File: config.mk
export PLATFORM = sky130hd
export DESIGN_NAME = sklp_ctrl
export DESIGN_NICKNAME = d
export VERILOG_FILES = /design/src/rtl/core/sklp_pkg.sv /design/src/rtl/core/sklp_ctrl.sv
export SDC_FILE = /design/constraint.sdc
export NUM_CORES = 1
export LEC_CHECK = 0
export BUFFER_PORTS_ARGS = -buffer_cell sky130_fd_sc_hd__buf_2
export CAP_MARGIN = 20
export CORE_MARGIN = 10
export CORE_UTILIZATION = 40
export CTS_BUF_LIST = sky130_fd_sc_hd__clkbuf_4
export DETAILED_ROUTE_END_ITERATION = 12
export HOLD_SLACK_MARGIN = 0.06
export MAX_ROUTING_LAYER = met4
export PLACE_DENSITY = 0.66
export RECOVER_POWER = 25
export SLEW_MARGIN = 20
export SYNTH_ARGS = -nofsm -noshare
export SYNTH_HDL_FRONTEND = slang
export SYNTH_SLANG_ARGS = --single-unit
File: constraint.sdc
create_clock -name clk -period 3.3 [get_ports clk]
set_clock_uncertainty 0.05 [all_clocks]
set_input_delay 0.99 -clock clk [delete_from_list [all_inputs] [get_ports clk]]
set_output_delay 0.99 -clock clk [all_outputs]
set_load 0.01 [all_outputs]
File: src/rtl/core/sklp_pkg.sv
// Shared types and constants for the string-key linear-probe map.
// No dependencies; used by every other file of the block except sklp_ram.
package sklp_pkg;

  localparam int unsigned KEY_W   = 64;
  localparam int unsigned VAL_W   = 64;
  localparam int unsigned TOTAL_W = 9;
  localparam int unsigned OP_W    = 3;

  localparam logic [31:0] DJB2_SEED = 32'd5381;

  localparam logic [OP_W-1:0] OP_PUT     = 3'd0;
  localparam logic [OP_W-1:0] OP_REPLACE = 3'd1;
  localparam logic [OP_W-1:0] OP_GET     = 3'd2;
  localparam logic [OP_W-1:0] OP_REMOVE  = 3'd3;
  localparam logic [OP_W-1:0] OP_CLEAR   = 3'd4;

  typedef struct packed {
    logic in_load;
    logic hash_in;
    logic hash_mv;
    logic idx_clr;
    logic idx_home;
    logic idx_inc;
    logic rd_en;
    logic set_found;
    logic wr_put;
    logic wr_move;
    logic wr_free;
    logic clr_step;
    logic mv_latch;
    logic gap_load;
    logic cnt_inc;
    logic cnt_dec;
    logic cnt_clr;
    logic res_load;
    logic res_ok;
  } dp_cmd_t;

  typedef struct packed {
    logic [OP_W-1:0] op;
    logic            key_empty;
    logic            used;
    logic            key_match;
    logic            found;
    logic            home_ready;
    logic            idx_last;
    logic            full;
    logic            stays;
    logic            out_busy;
  } dp_status_t;

endpackage

File: src/rtl/core/sklp_ctrl.sv
// Operation sequencer of the map: probe, update, backward-shift removal, clear pass.
// Depends on sklp_pkg; drives the datapath by command and reads its status.
module sklp_ctrl (
  input  logic                 clk,
  input  logic                 rst,
  input  logic                 req_valid,
  output logic                 req_ready,
  input  sklp_pkg::dp_status_t stat,
  output sklp_pkg::dp_cmd_t    cmd
);

  typedef enum logic [13:0] {
    ST_INIT    = 14'b00000000000001,
    ST_IDLE    = 14'b00000000000010,
    ST_DEC     = 14'b00000000000100,
    ST_HASH    = 14'b00000000001000,
    ST_PRB_RD  = 14'b00000000010000,
    ST_PRB_CHK = 14'b00000000100000,
    ST_ACT     = 14'b00000001000000,
    ST_SH_STEP = 14'b00000010000000,
    ST_SH_RD   = 14'b00000100000000,
    ST_SH_CHK  = 14'b00001000000000,
    ST_SH_HASH = 14'b00010000000000,
    ST_SH_DEC  = 14'b00100000000000,
    ST_CLR     = 14'b01000000000000,
    ST_DONE    = 14'b10000000000000
  } state_t;

  state_t state;
  state_t state_next;
  logic   res_ok;
  logic   res_ok_next;

  always_ff @(posedge clk) begin
    if (rst) begin
      state  <= ST_INIT;
      res_ok <= 1'b0;
    end else begin
      state  <= state_next;
      res_ok <= res_ok_next;
    end
  end

  assign req_ready = state == ST_IDLE;

  always_comb begin
    state_next  = state;
    res_ok_next = res_ok;
    cmd         = '0;
    cmd.res_ok  = res_ok;
    unique case (state)
      ST_INIT: begin
        cmd.clr_step = 1'b1;
        if (stat.idx_last) state_next = ST_IDLE;
      end
      ST_IDLE: begin
        if (req_valid) begin
          cmd.in_load = 1'b1;
          state_next  = ST_DEC;
        end
      end
      ST_DEC: begin
        if (stat.op == sklp_pkg::OP_CLEAR) begin
          cmd.idx_clr = 1'b1;
          cmd.cnt_clr = 1'b1;
          res_ok_next = 1'b1;
          state_next  = ST_CLR;
        end else if (stat.op > sklp_pkg::OP_REMOVE || stat.key_empty) begin
          res_ok_next = 1'b0;
          state_next  = ST_DONE;
        end else begin
          cmd.hash_in = 1'b1;
          state_next  = ST_HASH;
        end
      end
      ST_HASH: begin
        if (stat.home_ready) begin
          cmd.idx_home = 1'b1;
          state_next   = ST_PRB_RD;
        end
      end
      ST_PRB_RD: begin
        cmd.rd_en  = 1'b1;
        state_next = ST_PRB_CHK;
      end
      ST_PRB_CHK: begin
        if (!stat.used || stat.key_match) begin
          cmd.set_found = 1'b1;
          state_next    = ST_ACT;
        end else begin
          cmd.idx_inc = 1'b1;
          state_next  = ST_PRB_RD;
        end
      end
      ST_ACT: begin
        state_next = ST_DONE;
        case (stat.op)
          sklp_pkg::OP_PUT: begin
            res_ok_next = !stat.full;
            if (!stat.full) begin
              cmd.wr_put  = 1'b1;
              cmd.cnt_inc = !stat.found;
            end
          end
          sklp_pkg::OP_REPLACE: begin
            res_ok_next = stat.found;
            cmd.wr_put  = stat.found;
          end
          sklp_pkg::OP_GET: begin
            res_ok_next = stat.found;
          end
          sklp_pkg::OP_REMOVE: begin
            res_ok_next = stat.found;
            if (stat.found) begin
              cmd.gap_load = 1'b1;
              cmd.cnt_dec  = 1'b1;
              state_next   = ST_SH_STEP;
            end
          end
          default: begin
            res_ok_next = 1'b0;
          end
        endcase
      end
      ST_SH_STEP: begin
        cmd.idx_inc = 1'b1;
        state_next  = ST_SH_RD;
      end
      ST_SH_RD: begin
        cmd.rd_en  = 1'b1;
        state_next = ST_SH_CHK;
      end
      ST_SH_CHK: begin
        if (!stat.used) begin
          cmd.wr_free = 1'b1;
          state_next  = ST_DONE;
        end else begin
          cmd.mv_latch = 1'b1;
          cmd.hash_mv  = 1'b1;
          state_next   = ST_SH_HASH;
        end
      end
      ST_SH_HASH: begin
        if (stat.home_ready) state_next = ST_SH_DEC;
      end
      ST_SH_DEC: begin
        cmd.wr_move = !stat.stays;
        state_next  = ST_SH_STEP;
      end
      ST_CLR: begin
        cmd.clr_step = 1'b1;
        if (stat.idx_last) state_next = ST_DONE;
      end
      ST_DONE: begin
        if (!stat.out_busy) begin
          cmd.res_load = 1'b1;
          state_next   = ST_IDLE;
        end
      end
      default: begin
        state_next = ST_INIT;
      end
    endcase
  end

endmodule

==> results of run 1 <==
cells in the mapped netlist (2+ instances only):
| library cell | count | area share [%] |
|---|---|---|
| a211oi_1 | 3 | 2.1 |
| a21oi_1 | 10 | 4.6 |
| and3_1 | 4 | 2.3 |
| buf_4 | 4 | 2.7 |
| clkbuf_1 | 5 | 1.7 |
| dfxtp_1 | 15 | 27 |
| inv_1 | 4 | 1.4 |
| nand2_1 | 14 | 4.8 |
| nand3_1 | 4 | 1.8 |
| nand3b_1 | 2 | 1.4 |
| nand4b_1 | 7 | 5.6 |
| nor2_1 | 23 | 7.9 |
| nor2b_1 | 2 | 1.1 |
| nor3_1 | 6 | 2.7 |
| nor4_1 | 9 | 5.1 |
| nor4b_1 | 4 | 3.2 |
| o21ai_0 | 5 | 2.3 |
| or4_4 | 2 | 2.1 |
| xor2_1 | 2 | 1.6 |
layout make-up:
cell class / instances / area (µm²) / area share, %
multi-input combinational: 117 / 728.2 / 55.53
clock buffer: 4 / 30.03 / 2.290
sequential: 15 / 301.5 / 23.00
inverter: 4 / 15.01 / 1.145
tap: 30 / 37.54 / 2.863
timing repair buffer: 38 / 198.9 / 15.17
cells by family (layout without fill, tap and decap cells):
group | after synthesis | in the layout | share of synthesized area [%]
simple gates | 86 | 86 | 44.91
compound gates | 27 | 27 | 17.03
flops | 15 | 15 | 27.43
buf+inv | 15 | 46 | 7.199
xor+xnor | 3 | 3 | 2.400
mux | 1 | 1 | 1.028
worst paths after layout:
kind                            endpoint
worst min-delay path            state[8]
worst min register to register  state[8]
worst max register to register  state[1]
worst max-delay path              cmd[8]
through the flow:
stage / std cells / utilization [%] / hold slack, ns / cell area [µm²] / worst slack, ns
global placement: 204 / 49.85 / 0.4742 / 1269 / 0.2559
floorplan: 147 / - / 0.4343 / 1095 / 0.4248
detailed placement: 204 / 49.85 / 0.4858 / 1269 / 0.2311
CTS: 208 / 51.03 / 0.4892 / 1299 / 0.09254
global route: 208 / 51.52 / 0.5268 / 1311 / -0.01302
finish: 208 / 51.52 / 0.4987 / 1311 / 0.1209
worst reg2reg max path: cells and delay by family (launching register included):
kind	cells	cell delay, ns
flip-flops	1	0.39
AO/OA/AOI/OAI	4	0.89
AND/OR/NAND/NOR	2	1.07
flip-flops by register name, summed over array words and instances, names as in the netlist:
register / flops
res_ok: 1
state: 14
power groups by stage:
stage               combinational [mW]  sequential [mW]  clock [mW]
finish                           0.232            0.212       0.119
global placement                 0.228            0.215           0
global route                     0.254            0.215       0.132
CTS                              0.231            0.212       0.123
detailed placement               0.229            0.216           0
floorplan                        0.163            0.212           0
routing by layer:
layer | wire length, µm | GRT usage [%] | up-vias
li1 | - | - | 611
met2 | 1539 | 21.96 | 51
met1 | 1490 | 14.19 | 581
met5 | 0 | - | -
met4 | 30 | 2.796 | 0
met3 | 250 | 5.034 | 6
repair_timing:
action                                  4_1_cts  5_1_grt
resized for setup                             0        3
buffers inserted                              0        0
endpoints found under the setup margin        0        5
==> metrics, run 1 <==
Final HPWL DP 2.571 mm; gr ovfl total 0; Pwr per Cell Area 430.1 mW/mm²; fillers 272; sequential element share of the synthesized area 27.43%; Data arrival, critical path between 2 and 2.5 ns; number of global-route vias before repair about 1300; die area 0.005229 mm²; number of diodes 0; Die Y 72.32 µm; Port Buffer Count 34; die extent in x about 72 µm; minimum clock period 3.179 ns; crit-path cells or4_4 > or4b_2 > nor2_1 > buf_2; Setup-failing EPs final 0; Overall Power 0.5639 mW; r2r startpoint state[13]; Psw approximately 0.21 mW; wire per inst 15.92 µm; Initial Util around 43%; DRT Pass-1 Iters 4; Syn. warnings 0; Syn Nets 162; pin count of the biggest net entering global routing 12; CTS H-tree lvls 1; top_reg_cell synth dfxtp_1; R2R cell count 6; Final period util 96.34%; post-route ant nets 0; DRT iter0 DRCs between 90 and 100; Hold Violations, Final 0; Max VDD drop between 0.0003 and 0.0004 V; Cells after Synth 147; fmax roughly 310 MHz; relative slew slack between 60% and 70%; commonest non-fill, non-tap cell in the layout buf_2; WHS Path Cells 2; CTS Hold Bufs 0; CTS tree yes; first-pass GRT wire length 5.602 mm; switching share of power 37.60%; I/O Pins 35; clock buffer depth 2; sequential fraction of design power around 38%; final slew viol count 0; core box area 0.002545 mm²; WS Path Type flip-flop to output pin; status completed; gp weighted congestion 0.8267; Internal 0.3519 mW; vias per cell 6.005; initial antenna violation count 0; Worst path top cell family by delay simple AND/OR/NAND/NOR gates; setup TNS 0 ns; Worst-Margin Slew between 0.5 and 0.6 ns; TritonCTS Buffers 3; min-delay src state[7]; CP endpoint kind output pin; CTS Root Cell clkbuf_4; instance count on the critical path 4; worst setup path start state[13]; post-synth cell types 41; Leakage 0.5631 nW; Worst-Skew Late Latency 0.30 ns; Logic pwr share around 41%; Area growth syn-to-layout 19.77%; startpoint type of the worst setup path flip-flop; worst min path class flip-flop to flip-flop; # DRC 0; FF+latch count, synth 15; critical path's largest stage delay 0.65 ns; Mapped Area 0.001095 mm²; Max-Cap Viols 0; Vias 1249; Required @ worst endpoint 2.26 ns; Slowest cell on crit path or4b_2; setup slack, reg-to-reg ~0.80 ns; final net count 194; most frequent cells in the layout buf_2 (33), nor2_1 (23), nand2_1 (14), dfxtp_1 (14), a21oi_1 (10); Post-synth EDFFs 0; Buffers & Inverters on Critical Path 1; # rows 18; layout cells sized above 1 28.65%; gr usage total 13.04%; Clk pwr share 21.1%; total wire length approximately 3.3 mm; crit path max fanout 8; ys async rst share 0%; clock sink count 15; CTS clk-pin slew, worst paths about 0.1 ns; Avg Inst Size Synth 7.448 µm²
No activity file was read; power rests on OpenSTA's default activity.
==> run 2: changes to the inputs <==
Settings changed: CTS_CLUSTER_SIZE set to 20, RECOVER_POWER 25 to unset.
==> run 2 against run 1 <==
Non-clock buffer count unchanged. Maximum frequency is essentially flat. Total power increased by 0.12%. Sequential power about the same. Die area unchanged. Critical endpoint unchanged. Highest routed layer unchanged.
==> metrics, run 2 (same netlist as run 1, synthesis figures left out) <==
status completed; Worst-Skew Late Latency 0.30 ns; Final HPWL DP 2.571 mm; Area growth syn-to-layout 19.89%; fmax about 310 MHz; fin cells 208; Port Buffer Count 34; I/O Pins 35; Leakage 0.5675 nW; DRT iter0 DRCs 90; final net count 194; Setup-failing EPs final 0; placed cell area roughly 0.0013 mm²; die extent in x about 72 µm; commonest non-fill, non-tap cell in the layout buf_2; Post-CTS Setup Inserts 0; post-placement setup slack 0.2311 ns; Placed Cells ~200; post-route ant nets 0; Hold Violations, Final 0; Worst-Margin Slew 0.5384 ns; vias per cell between 5 and 6; number of diodes 0; most frequent cells in the layout buf_2 (34), nor2_1 (23), nand2_1 (14), dfxtp_1 (14), a21oi_1 (10); Required @ worst endpoint 2.26 ns; setup slack after layout between 0.1 and 0.15 ns; CTS Hold Bufs 0; CTS H-tree lvls 1; first-pass GRT wire length between 5 and 6 mm; CTS Root Cell clkbuf_4; Finished Cell Area 0.001313 mm²; gr usage total 13.04%; post-CTS sizing 0; # DRC 0; crit path max fanout 8; TritonCTS Buffers 3; gp weighted congestion 0.8267; number of global-route vias before repair approximately 1300; RR Endpoint state[1]; relative slew slack ~64%; layout cells sized above 1 29.21%; Max-Cap Viols 0; crit path to cmd[8]; CP endpoint kind output pin; Biggest register state; CTS clk-pin slew, worst paths roughly 0.10 ns; final slew viol count 0; # rows 18; pin count of the biggest net entering global routing 12; die area 0.005229 mm²; Die Y 72.32 µm; DRT Pass-1 Iters 4; max reg flops 14; setup slack, reg-to-reg 0.81 ns; clock sink count 15; R2R cell count 6; Vias 1246; gr ovfl total 0; core box area 0.002545 mm²; CTS tree yes; setup TNS 0 ns; Largest regs state: 14 flops, res_ok: 1 flops; minimum clock period 3.178 ns; wire per inst 15.92 µm; WS Path Type flip-flop to output pin; initial antenna violation count 0; Initial Util 43.02%; r2r startpoint state[13]; startpoint type of the worst setup path flip-flop; area used by multi-input combinational logic between 700 and 800 µm²; fillers 271; Storage cell area 301.5 µm²; Final period util between 90% and 100%; clock buffer depth 2; worst min path class flip-flop to flip-flop; Max VDD drop 0.0003465 V; total wire length approximately 3.3 mm; Util after Layout between 50% and 60%; worst setup path start state[13]; Pwr per Cell Area 430.2 mW/mm²; Data arrival, critical path between 2 and 2.5 ns
==> run 2: final cells by class <==
type | count | share of cell area [%]
flip-flops and latches | 15 | 22.97
repair buffers | 38 | 15.25
multi-input cells | 117 | 55.48
clock buffers | 4 | 2.288
inverters | 4 | 1.144
well taps | 30 | 2.860
==> run 2: per-stage QoR <==
stage	total power, mW	hold slack (ns)
after floorplan	0.3756	0.4343
after global placement	0.4422	0.4742
after detailed placement	0.4449	0.4858
after CTS	0.5656	0.4892
after global routing	0.6021	0.5268
final	0.5646	0.4991
==> run 2: power breakdown <==
group | switching [mW] | internal (mW)
Sequential | 0.0184 | 0.194
Clock | 0.0637 | 0.0553
Combinational | 0.131 | 0.103
Total | 0.213 | 0.352
==> run 2: worst min-delay path by stage <==
stage | from | endpoint | slack, ns | depth (start not counted)
6_report | state[7] | state[8] | 0.50 | 2
5_1_grt | state[10] | state[11] | 0.53 | 2
4_1_cts | state[7] | state[8] | 0.49 | 2
3_5_place_dp | state[7] | state[8] | 0.49 | 2
3_3_place_gp | state[7] | state[8] | 0.47 | 2
2_1_floorplan | state[4] | state[5] | 0.43 | 2
==> run 2: worst max-delay path: stages (launching register included) <==
cell and delay (ns):
dfxtp_1 0.38, or4_4 0.56, or4b_2 0.66, nor2_1 0.11, buf_2 0.14
==> run 2: layer usage <==
layer	global-route usage, %	wire length, µm	share of wire [%]	vias to the layer above
li1	-	-	-	612
met1	14.19	1485	45	582
met2	21.96	1558	47	46
met3	5.034	237	7.2	6
met4	2.796	30	0.91	0
met5	-	0	0	-
